===== config.mk =====
export PLATFORM = sky130hd
export DESIGN_NAME = midpoint_parabola_plotter_flat
export DESIGN_NICKNAME = d
export VERILOG_FILES = /design/src/design/mpp_pkg.sv /design/src/design/mpp_if.sv /design/src/design/mpp_stepper.sv /design/src/design/midpoint_parabola_plotter.sv /design/src/flat_wrapper.sv
export SDC_FILE = /design/constraint.sdc
export NUM_CORES = 1
export LEC_CHECK = 0
export ABC_AREA = 1
export BUFFER_PORTS_ARGS = -buffer_cell sky130_fd_sc_hd__clkbuf_2
export CAP_MARGIN = 10
export CORE_UTILIZATION = 55
export DETAILED_ROUTE_END_ITERATION = 10
export PLACE_DENSITY_LB_ADDON = 0.1
export SLEW_MARGIN = 10
export SYNTH_ARGS = -nofsm -noshare
export SYNTH_HDL_FRONTEND = slang
export SYNTH_HIERARCHICAL = 1
export SYNTH_SLANG_ARGS = --single-unit

===== constraint.sdc =====
create_clock -name clock -period 19.37 [get_ports clock]
set_clock_uncertainty 0.05 [all_clocks]
set_input_delay 3.874 -clock clock [delete_from_list [all_inputs] [get_ports clock]]
set_output_delay 3.874 -clock clock [all_outputs]
set_load 0.02 [all_outputs]

===== src/design/mpp_pkg.sv =====
// Shared types and constants of the midpoint parabola plotter.
package mpp_pkg;

   // Widths of the transfer fields and of the internal decision term (DEC_W); these are fixed by the interface.
   localparam int unsigned VERTEX_W   = 10;
   localparam int unsigned FOCAL_W    = 8;
   localparam int unsigned TAIL_W     = 10;
   localparam int unsigned OUT_W      = 12;
   localparam int unsigned DEC_W      = 32;

   // Defaults and limits.
   localparam int unsigned MPP_COORD_WIDTH = 12;
   localparam logic [TAIL_W-1:0] TAIL_STEPS_RESET = TAIL_W'(100);
   localparam logic [TAIL_W-1:0] TAIL_COUNT_MAX   = '1;

   typedef struct packed {
      logic                start_req;
      logic [VERTEX_W-1:0] vertex_x;
      logic [VERTEX_W-1:0] vertex_y;
      logic [FOCAL_W-1:0]  focal;
   } req_payload_type;

   typedef struct packed {
      logic                    point_valid;
      logic signed [OUT_W-1:0] x_right;
      logic signed [OUT_W-1:0] x_left;
      logic signed [OUT_W-1:0] y_coord;
      logic                    region;
      logic                    last;
   } rsp_payload_type;

endpackage


===== src/design/mpp_if.sv =====
// Valid/ready channel interfaces for the request and response transfers.
interface mpp_req_if;
   logic                     valid;
   logic                     ready;
   mpp_pkg::req_payload_type payload;

   modport source (output valid, output payload, input ready);
   modport sink   (input valid, input payload, output ready);
endinterface

interface mpp_rsp_if;
   logic                     valid;
   logic                     ready;
   mpp_pkg::rsp_payload_type payload;

   modport source (output valid, output payload, input ready);
   modport sink   (input valid, input payload, output ready);
endinterface


===== src/design/mpp_stepper.sv =====
// Curve state and the combinational midpoint step that produces one point pair.
module mpp_stepper #(
   parameter int unsigned COORD_WIDTH = mpp_pkg::MPP_COORD_WIDTH
) (
   input  logic                          clock,
   input  logic                          reset,
   input  logic                          step_fire,
   input  mpp_pkg::req_payload_type      step_req,
   input  logic [mpp_pkg::TAIL_W-1:0]    tail_steps,
   output mpp_pkg::rsp_payload_type      step_rsp
);
   import mpp_pkg::*;

   localparam int unsigned EXT_W = (COORD_WIDTH > OUT_W) ? COORD_WIDTH : OUT_W;

   logic                    active_ff, active_in;
   logic                    in_r2_ff, in_r2_in;
   logic [COORD_WIDTH-1:0]  x_off_ff, x_off_in;
   logic [COORD_WIDTH-1:0]  y_off_ff, y_off_in;
   logic signed [DEC_W-1:0] decision_ff, decision_in;
   logic [TAIL_W-1:0]       tail_count_ff, tail_count_in;
   logic [VERTEX_W-1:0]     vx_ff, vx_in;
   logic [VERTEX_W-1:0]     vy_ff, vy_in;
   logic [FOCAL_W-1:0]      focal_ff, focal_in;

   logic signed [DEC_W-1:0] a_s;
   logic signed [DEC_W-1:0] x_s;
   logic [COORD_WIDTH-1:0]  twice_a;
   logic [TAIL_W-1:0]       tail_eff;
   logic                    idle_step;
   logic                    region_out;
   logic                    last_out;
   logic [COORD_WIDTH-1:0]  xr_sum, xl_sum, y_sum;
   logic [EXT_W-1:0]        xr_ext, xl_ext, y_ext;

   assign a_s      = signed'(DEC_W'(focal_ff));
   assign x_s      = signed'(DEC_W'(x_off_ff));
   assign twice_a  = COORD_WIDTH'({focal_ff, 1'b0});
   assign tail_eff = (tail_steps == '0) ? TAIL_W'(1) : tail_steps;

   always_comb begin
      active_in     = active_ff;
      in_r2_in      = in_r2_ff;
      x_off_in      = x_off_ff;
      y_off_in      = y_off_ff;
      decision_in   = decision_ff;
      tail_count_in = tail_count_ff;
      vx_in         = vx_ff;
      vy_in         = vy_ff;
      focal_in      = focal_ff;
      idle_step     = 1'b0;
      region_out    = 1'b0;
      last_out      = 1'b0;

      if (step_req.start_req) begin
         vx_in         = step_req.vertex_x;
         vy_in         = step_req.vertex_y;
         focal_in      = step_req.focal;
         x_off_in      = '0;
         y_off_in      = '0;
         decision_in   = DEC_W'(32'sd1) - signed'(DEC_W'({step_req.focal, 1'b0}));
         active_in     = 1'b1;
         in_r2_in      = 1'b0;
         tail_count_in = '0;
      end else if (!active_ff) begin
         idle_step = 1'b1;
      end else begin
         if (!in_r2_ff) begin
            // First region: x always advances, y follows the decision sign.
            if (decision_ff > 0) begin
               decision_in = decision_ff + (x_s <<< 1) + DEC_W'(32'sd3) - (a_s <<< 2);
               y_off_in    = y_off_ff + COORD_WIDTH'(1);
            end else begin
               decision_in = decision_ff + (x_s <<< 1) + DEC_W'(32'sd3);
            end
            x_off_in = x_off_ff + COORD_WIDTH'(1);
            if (x_off_in > twice_a) begin
               // Second region restarts at offset (2a, a).
               in_r2_in      = 1'b1;
               x_off_in      = twice_a;
               y_off_in      = COORD_WIDTH'(focal_ff);
               decision_in   = DEC_W'(32'sd1) - (a_s <<< 3);
               tail_count_in = TAIL_W'(1);
            end
         end else begin
            // Second region: y always advances, x follows the decision sign.
            if (decision_ff < 0) begin
               decision_in = decision_ff + (x_s <<< 3) + DEC_W'(32'sd8) - (a_s <<< 4);
               x_off_in    = x_off_ff + COORD_WIDTH'(1);
            end else begin
               decision_in = decision_ff - (a_s <<< 4);
            end
            y_off_in = y_off_ff + COORD_WIDTH'(1);
            if (tail_count_ff != TAIL_COUNT_MAX) begin
               tail_count_in = tail_count_ff + TAIL_W'(1);
            end
         end
         if (in_r2_in) begin
            region_out = 1'b1;
            if (tail_count_in >= tail_eff) begin
               active_in = 1'b0;
               last_out  = 1'b1;
            end
         end
      end
   end

   // Coordinates wrap in the internal width and are then sign-extended or
   // truncated to the output width.
   assign xr_sum = COORD_WIDTH'(vx_in) + x_off_in;
   assign xl_sum = COORD_WIDTH'(vx_in) - x_off_in;
   assign y_sum  = COORD_WIDTH'(vy_in) + y_off_in;
   assign xr_ext = EXT_W'(signed'(xr_sum));
   assign xl_ext = EXT_W'(signed'(xl_sum));
   assign y_ext  = EXT_W'(signed'(y_sum));

   always_comb begin
      if (idle_step) begin
         step_rsp = '0;
      end else begin
         step_rsp.point_valid = 1'b1;
         step_rsp.x_right     = signed'(xr_ext[OUT_W-1:0]);
         step_rsp.x_left      = signed'(xl_ext[OUT_W-1:0]);
         step_rsp.y_coord     = signed'(y_ext[OUT_W-1:0]);
         step_rsp.region      = region_out;
         step_rsp.last        = last_out;
      end
   end

   always_ff @(posedge clock) begin
      if (reset) begin
         active_ff <= 1'b0;
         in_r2_ff  <= 1'b0;
      end else if (step_fire) begin
         active_ff <= active_in;
         in_r2_ff  <= in_r2_in;
      end
   end

   always_ff @(posedge clock) begin
      if (step_fire) begin
         x_off_ff      <= x_off_in;
         y_off_ff      <= y_off_in;
         decision_ff   <= decision_in;
         tail_count_ff <= tail_count_in;
         vx_ff         <= vx_in;
         vy_ff         <= vy_in;
         focal_ff      <= focal_in;
      end
   end

endmodule


===== src/design/midpoint_parabola_plotter.sv =====
// Top level of the midpoint parabola plotter: channel registers and configuration.
//
// The plotter rasterizes an upward parabola about a vertex and returns one
// mirrored point pair for every request transfer. A request with start_req
// set latches the vertex and focal distance and returns the vertex point;
// each request with start_req clear advances the curve by one point. The
// region-one part runs while the x offset is at most twice the focal
// distance, then region two plots csr-programmed tail_steps points (one when
// tail_steps is 0), and the final one carries last. A step after the curve ends returns point_valid 0.
// csr_wr_en/csr_wr_data write tail_steps (reset value 100); write it only
// while no request is in flight.
// A request is captured in the input register, stepped by one short pass of
// adders and compares once the response register is free, and shown in the
// response register; while the receiver does not stall, one transfer per
// cycle is sustained in both directions.
// Synchronous reset empties both registers and leaves the plotter with no
// active curve. When the receiver stalls, the response register holds and
// the input register still takes one more request before req ready drops.
module midpoint_parabola_plotter #(
   parameter int unsigned COORD_WIDTH = mpp_pkg::MPP_COORD_WIDTH
) (
   input  logic                       clock,
   input  logic                       reset,
   mpp_req_if.sink                    req_chan,
   mpp_rsp_if.source                  rsp_chan,
   input  logic                       csr_wr_en,
   input  logic [mpp_pkg::TAIL_W-1:0] csr_wr_data
);
   import mpp_pkg::*;

   logic [TAIL_W-1:0] tail_reg_ff;

   // Input register.
   logic              in_valid_ff, in_valid_in;
   req_payload_type   in_data_ff;

   // Response register.
   logic              out_valid_ff, out_valid_in;
   rsp_payload_type   out_data_ff;

   logic              req_fire;
   logic              out_free;
   logic              step_fire;
   rsp_payload_type   step_rsp;

   // The response register can be loaded when it is empty or being drained.
   assign out_free  = !out_valid_ff || rsp_chan.ready;
   assign step_fire = in_valid_ff && out_free;

   assign req_chan.ready = !in_valid_ff || out_free;
   assign req_fire       = req_chan.valid && req_chan.ready;

   assign in_valid_in  = req_fire || (in_valid_ff && !out_free);
   assign out_valid_in = step_fire || (out_valid_ff && !rsp_chan.ready);

   assign rsp_chan.valid   = out_valid_ff;
   assign rsp_chan.payload = out_data_ff;

   // tail_steps register.
   always_ff @(posedge clock) begin
      if (reset) begin
         tail_reg_ff <= TAIL_STEPS_RESET;
      end else if (csr_wr_en) begin
         tail_reg_ff <= csr_wr_data;
      end
   end

   always_ff @(posedge clock) begin
      if (reset) begin
         in_valid_ff  <= 1'b0;
         out_valid_ff <= 1'b0;
      end else begin
         in_valid_ff  <= in_valid_in;
         out_valid_ff <= out_valid_in;
      end
   end

   always_ff @(posedge clock) begin
      if (req_fire) begin
         in_data_ff <= req_chan.payload;
      end
      if (step_fire) begin
         out_data_ff <= step_rsp;
      end
   end

   mpp_stepper #(
      .COORD_WIDTH (COORD_WIDTH)
   ) u_stepper (
      .clock      (clock),
      .reset      (reset),
      .step_fire  (step_fire),
      .step_req   (in_data_ff),
      .tail_steps (tail_reg_ff),
      .step_rsp   (step_rsp)
   );

endmodule

===== src/flat_wrapper.sv =====
// flat-port wrapper written by rule: the top's interface ports become plain ports
module midpoint_parabola_plotter_flat import mpp_pkg::*;
#(
   parameter int unsigned COORD_WIDTH = mpp_pkg::MPP_COORD_WIDTH
)
  (clock, reset, csr_wr_en, csr_wr_data, req_chan_valid, req_chan_payload, req_chan_ready, rsp_chan_valid, rsp_chan_payload, rsp_chan_ready);
  mpp_req_if req_chan_i ();
  mpp_rsp_if rsp_chan_i ();
  input  logic clock;
  input  logic reset;
  input  logic csr_wr_en;
  input  logic [mpp_pkg::TAIL_W-1:0] csr_wr_data;
  input wire logic [$bits(req_chan_i.valid)-1:0] req_chan_valid;
  input wire logic [$bits(req_chan_i.payload)-1:0] req_chan_payload;
  output wire logic [$bits(req_chan_i.ready)-1:0] req_chan_ready;
  output wire logic [$bits(rsp_chan_i.valid)-1:0] rsp_chan_valid;
  output wire logic [$bits(rsp_chan_i.payload)-1:0] rsp_chan_payload;
  input wire logic [$bits(rsp_chan_i.ready)-1:0] rsp_chan_ready;
  assign req_chan_i.valid = req_chan_valid;
  assign req_chan_i.payload = req_chan_payload;
  assign req_chan_ready = req_chan_i.ready;
  assign rsp_chan_valid = rsp_chan_i.valid;
  assign rsp_chan_payload = rsp_chan_i.payload;
  assign rsp_chan_i.ready = rsp_chan_ready;
  midpoint_parabola_plotter #(.COORD_WIDTH(COORD_WIDTH)) u_core (.clock(clock), .reset(reset), .req_chan(req_chan_i), .rsp_chan(rsp_chan_i), .csr_wr_en(csr_wr_en), .csr_wr_data(csr_wr_data));
endmodule

==> results of run 1 <==
[power breakdown]
part | switching [W] | internal [W]
sequential | 0.0000155 | 0.000441
combinational | 0.000226 | 0.000111
clock | 0.000181 | 0.000199
[flip-flops by register name, summed over array words and instances, names as in the netlist]
| signal | cells |
|---|---|
| u_core/in_data_ff | 29 |
| u_core/in_valid_ff | 1 |
| u_core/rsp_chan.payload | 39 |
| u_core/rsp_chan.valid | 1 |
| u_core/tail_reg_ff | 10 |
| u_core/u_stepper/active_ff | 1 |
| u_core/u_stepper/decision_ff | 32 |
| u_core/u_stepper/focal_ff | 8 |
| u_core/u_stepper/in_r2_ff | 1 |
| u_core/u_stepper/tail_count_ff | 10 |
| u_core/u_stepper/vx_ff | 10 |
| u_core/u_stepper/vy_ff | 10 |
| u_core/u_stepper/x_off_ff | 12 |
| u_core/u_stepper/y_off_ff | 12 |
[Yosys cell counts (all sizes together)]
cell type / instances
dfxtp: 14
edfxtp: 162
a22oi: 5
or2: 8
a32oi: 1
fa: 16
o22ai: 10
clkinv: 1
inv: 367
or4: 1
nand3: 151
o32ai: 3
a21boi: 5
ha: 184
xor2: 56
o2111ai: 5
buf: 16
a21oi: 158
and3: 2
o221ai: 6
o31ai: 3
clkbuf: 34
or3: 1
a211oi: 5
nor2: 205
o21ai: 152
nand2: 622
o21a: 9
nor3b: 2
a221oi: 1
nand4: 28
nand3b: 4
nor4: 9
xnor2: 13
a31o: 2
nor3: 28
a21o: 8
o211ai: 16
o21bai: 7
and2: 4
a31oi: 13
[cells by family (layout without fill, tap and decap cells)]
kind of cell	Yosys count	in the layout	synth area share [%]
buffers and inverters	418	499	9.616
AND/OR/NAND/NOR	1065	1065	26.80
adder cells (fa/ha/maj)	200	200	15.53
XOR/XNOR	69	69	3.578
AO/OA/AOI/OAI	409	409	14.01
flip-flops	176	176	30.46
[metal layers]
metal  vias up  GRT usage [%]  share of wire (%)
li1       7872              -                  -
met1      7406          47.10                 47
met2       699          47.28                 41
met3        68          7.947                9.6
met4         0          9.159                2.2
met5         -              0                  0
[stage by stage]
| step | setup WS [ns] | hold slack (ns) |
|---|---|---|
| 3_5_place_dp | 11.08 | 0.4140 |
| 3_3_place_gp | 11.08 | 0.4034 |
| 6_report | 11.08 | 0.4269 |
| 2_1_floorplan | 8.349 | 0.3764 |
| 4_1_cts | 11.08 | 0.4284 |
| 5_1_grt | 11.03 | 0.4439 |
[path summary, 6_finish.rpt]
| check | to | slack, ns | cells after the start |
|---|---|---|---|
| setup / recovery | req_chan_ready | 11.08 | 4 |
| hold / removal | u_core/u_stepper/focal_ff[7] | 0.43 | 0 |
| setup reg to reg | u_core/rsp_chan.payload[24] | 13.08 | 31 |
| hold reg to reg | u_core/u_stepper/focal_ff[7] | 0.43 | 0 |
[cell type report]
cell class / instances / area (um^2) / share of cell area [%]
Clock buffer: 17 / 425.4 / 2.317
Clock inverter: 15 / 217.7 / 1.186
Inverter: 368 / 1389 / 7.566
Multi-Input combinational cell: 1743 / 10140 / 55.23
Sequential cell: 176 / 5145 / 28.03
Tap cell: 390 / 488.0 / 2.658
Timing Repair Buffer: 99 / 553.0 / 3.013
==> results.json, run 1 <==
{
  "dpl.cell_count": 2775,
  "yosysTopAreaCell": "edfxtp_1",
  "port_buffers": 84,
  "finalHoldViolations": 0,
  "synthCells": 2337,
  "finalPower_w": 0.001174,
  "wl_mm": 50.30,
  "worstPathArrival_ns": 4.37,
  "dpl-instance-area_mm2": 0.01769,
  "max_slew_margin_pct": 18.20,
  "max_cap_violations": 0,
  "clk_path_buf_depth": 2,
  "fin_crit_sh_pct": 42.80,
  "final_common_cell": "nand2_1",
  "io_pins": 85,
  "syn_to_final_growth_pct": 8.690,
  "yosys_warnings": 6,
  "min_period_ns": 8.291,
  "cts_buffers": 17,
  "antenna_found_initial": 0,
  "status": "completed",
  "cts_resized": 0,
  "die_area_mm2": 0.03141,
  "final_util_pct": 61.28,
  "synth_fp_nets": 2581,
  "initial_core_util_pct": 56.38,
  "grt_pass1_wl_mm": 77.42,
  "n_antenna_cell": 0,
  "num_rows": 63,
  "ir_drop_uv": 109.0,
  "r2r-start": "u_core/u_stepper/x_off_ff[0]",
  "via_count": 16050,
  "grt_pass1_vias": 14520,
  "grt.overflow.total": 0,
  "ys_top_cells_by_area": "edfxtp_1 (29%), ha_1 (14%), nand2_1 (13%), inv_1 (7.8%), a21oi_1 (4.7%)",
  "ys_ff_latch": 176,
  "finalSetupViolCount": 0,
  "power.density_mw_per_mm2": 63.95,
  "slowest_delay_ns": 0.18,
  "grt_usage_pct": 32.41,
  "dr.pass1.iters": 9,
  "end_kind": "output port",
  "fillers": 2812,
  "synth_top_cell_area_share_pct": 28.80,
  "vias_per_cell": 5.714,
  "layout.nets": 2649,
  "cts_sinks": 176,
  "rsz0062_at_grt": "false",
  "cp_slowest_cell": "clkbuf_2",
  "mostFrequentLayoutCells": "nand2_1 (607), inv_1 (348), ha_1 (184)",
  "fmax_mhz": 120.6,
  "path_clk_slew_ns": 0.07,
  "drc": 0,
  "grt_max_degree": 65,
  "fin_cells": 2808,
  "crit_fanout": 3,
  "die_w_um": 177.2,
  "seq_area_frac_synth_pct": 30.46,
  "cp.required_ns": 15.45,
  "crit_chain": "clkbuf_2 -> inv_1 -> nand3_1 -> clkbuf_2",
  "place_hpwl_mm": 38.97,
  "fin_area_mm2": 0.01836,
  "die_h_um": 177.2,
  "finalMaxSlewViolations": 0,
  "path_class": "input pin to output port",
  "gp_congestion": 0.9823,
  "cp.buffers_inverters": 3,
  "fin_setup_tns_ns": 0,
  "crit_path_start": "rsp_chan_ready",
  "cts-root-buf": "clkbuf_16",
  "worst_slew_pin_slew_ns": 1.224,
  "core_area_mm2": 0.02995,
  "hold_path.class": "flip-flop to flip-flop",
  "ctsHtreeMaxLevel": 4,
  "synth.distinct_cells": 63,
  "post_drt_wl_per_cell_um": 17.91,
  "clock_latency_ns": 0.46,
  "drt_iter0_drc": 1771,
  "worstHoldStart": "u_core/in_data_ff[7]",
  "critPathLaunchType": "input pin",
  "drive_gt1_share_pct": 9.140,
  "ant_nets": 0,
  "leakage_nw": 8.918,
  "cp_top_family": "buffers and inverters",
  "cpMostUsedCell": "clkbuf_2",
  "postSynthAreaPerCell_um2": 7.227,
  "hold_buffers": 0,
  "syn_area_mm2": 0.01689,
  "post_cts_buffers": 0,
  "tritoncts": "yes"
}
Power figures use the tool's default switching activity.
==> run 2, diff against run 1 <==
==> constraint.sdc (replaced) <==
create_clock -name clock -period 7.21 [get_ports clock]
set_clock_uncertainty 0.05 [all_clocks]
set_input_delay 1.442 -clock clock [delete_from_list [all_inputs] [get_ports clock]]
set_output_delay 1.442 -clock clock [all_outputs]
set_load 0.02 [all_outputs]
==> results.json, run 2 (synthesis gave the netlist of run 1 again) <==
{
  "vias_per_cell": 5.736,
  "leakage_nw": 8.857,
  "clock_latency_ns": 0.46,
  "grt_usage_pct": 33.54,
  "grt.overflow.total": 0,
  "cp_slowest_cell": "inv_2",
  "tritoncts": "yes",
  "finalMaxSlewViolations": 0,
  "fin_setup_tns_ns": 0,
  "port_buffers": 84,
  "die_h_um": 177.2,
  "die_area_mm2": 0.03141,
  "syn_to_final_growth_pct": 8.083,
  "wl_mm": 52.14,
  "path_clk_slew_ns": 0.07,
  "grt_pass1_wl_mm": 79.90,
  "num_rows": 63,
  "max_cap_violations": 0,
  "finalHoldViolations": 0,
  "fin_crit_sh_pct": 82.89,
  "core_area_mm2": 0.02995,
  "post_cts_buffers": 0,
  "place_hpwl_mm": 40.78,
  "rsz0062_at_grt": "false",
  "cp.required_ns": 7.37,
  "cts_buffers": 17,
  "largest_reg_flops": 39,
  "cts_resized": 0,
  "final_util_pct": 60.94,
  "antenna_found_initial": 0,
  "slowest_delay_ns": 0.60,
  "hold_path.class": "flip-flop to flip-flop",
  "mostFrequentLayoutCells": "nand2_1 (607), inv_1 (347), ha_1 (184)",
  "grt_max_degree": 63,
  "min_period_ns": 5.976,
  "grt_pass1_vias": 14760,
  "drive_gt1_share_pct": 8.940,
  "dr.pass1.iters": 7,
  "drc": 0,
  "crit_fanout": 33,
  "n_antenna_cell": 0,
  "ctsHtreeMaxLevel": 4,
  "finalSetupViolCount": 0,
  "critPathLaunchType": "flip-flop",
  "cts_sinks": 176,
  "io_pins": 85,
  "dpl.cell_count": 2774,
  "ant_nets": 0,
  "drt_iter0_drc": 1627,
  "worst_slew_pin_slew_ns": 1.099,
  "initial_core_util_pct": 56.38,
  "gp_congestion": 1.009,
  "path_class": "flip-flop to flip-flop",
  "clk_path_buf_depth": 2,
  "final_common_cell": "nand2_1",
  "status": "completed",
  "end_kind": "flip-flop",
  "via_count": 16100,
  "power.density_mw_per_mm2": 168.6,
  "cts-root-buf": "clkbuf_16",
  "worstPathArrival_ns": 6.13,
  "fin_cells": 2806,
  "max_slew_margin_pct": 26.25,
  "die_w_um": 177.2,
  "fmax_mhz": 167.3,
  "ir_drop_uv": 288.9,
  "hold_buffers": 0,
  "post_drt_wl_per_cell_um": 18.58,
  "layout.nets": 2647
}
## run 2: critical path: cells and delay by family (launching register included)
family,cells,cell delay [ns]
fa+ha+maj,3,0.93
simple gates,14,1.37
xor+xnor,1,0.13
compound gates,10,1.72
buf+inv,4,0.99
flops,1,0.53
## run 2: final timing paths
kind                           startpoint                           end  slack, ns  cells past startpoint
max          u_core/u_stepper/x_off_ff[0]   u_core/rsp_chan.payload[24]       1.23                     32
min                  u_core/in_data_ff[7]  u_core/u_stepper/focal_ff[7]       0.42                      0
max reg2reg  u_core/u_stepper/x_off_ff[0]   u_core/rsp_chan.payload[24]       1.23                     32
min reg2reg          u_core/in_data_ff[7]  u_core/u_stepper/focal_ff[7]       0.42                      0
## run 2: cell type report
cell class | count | area [um^2]
Multi-Input combinational cell | 1743 | 10140
Sequential cell | 176 | 5145
Clock inverter | 9 | 97.59
Inverter | 368 | 1389
Timing Repair Buffer | 97 | 518.0
Tap cell | 390 | 488.0
Clock buffer | 23 | 478.0
Fill cell | 2813 | 11700
## run 2: per-layer routing
metal / global-route usage (%) / part of all wire [%]
met5: 0 / 0
met3: 7.668 / 9.7
met2: 49.53 / 42
met1: 48.90 / 47
met4: 8.585 / 1.7
## run 2: power by group
part	leakage (nW)	internal [W]	switching, W
clock network	0.269	0.000509	0.000427
registers	1.65	0.00119	0.0000454
logic	6.94	0.000296	0.000614
total	8.86	0.00199	0.00109
## run 2: through the flow
stage / power [W] / cell area (um^2) / hold WS [ns] / worst slack (ns)
2_1_floorplan: 0.001884 / 16890 / 0.3764 / 0.4134
3_3_place_gp: 0.002122 / 17680 / 0.4027 / 1.529
3_5_place_dp: 0.002135 / 17680 / 0.4056 / 1.355
4_1_cts: 0.003066 / 18250 / 0.4248 / 1.322
5_1_grt: 0.003225 / 18250 / 0.4412 / 0.6109
6_report: 0.003077 / 18250 / 0.4157 / 1.234
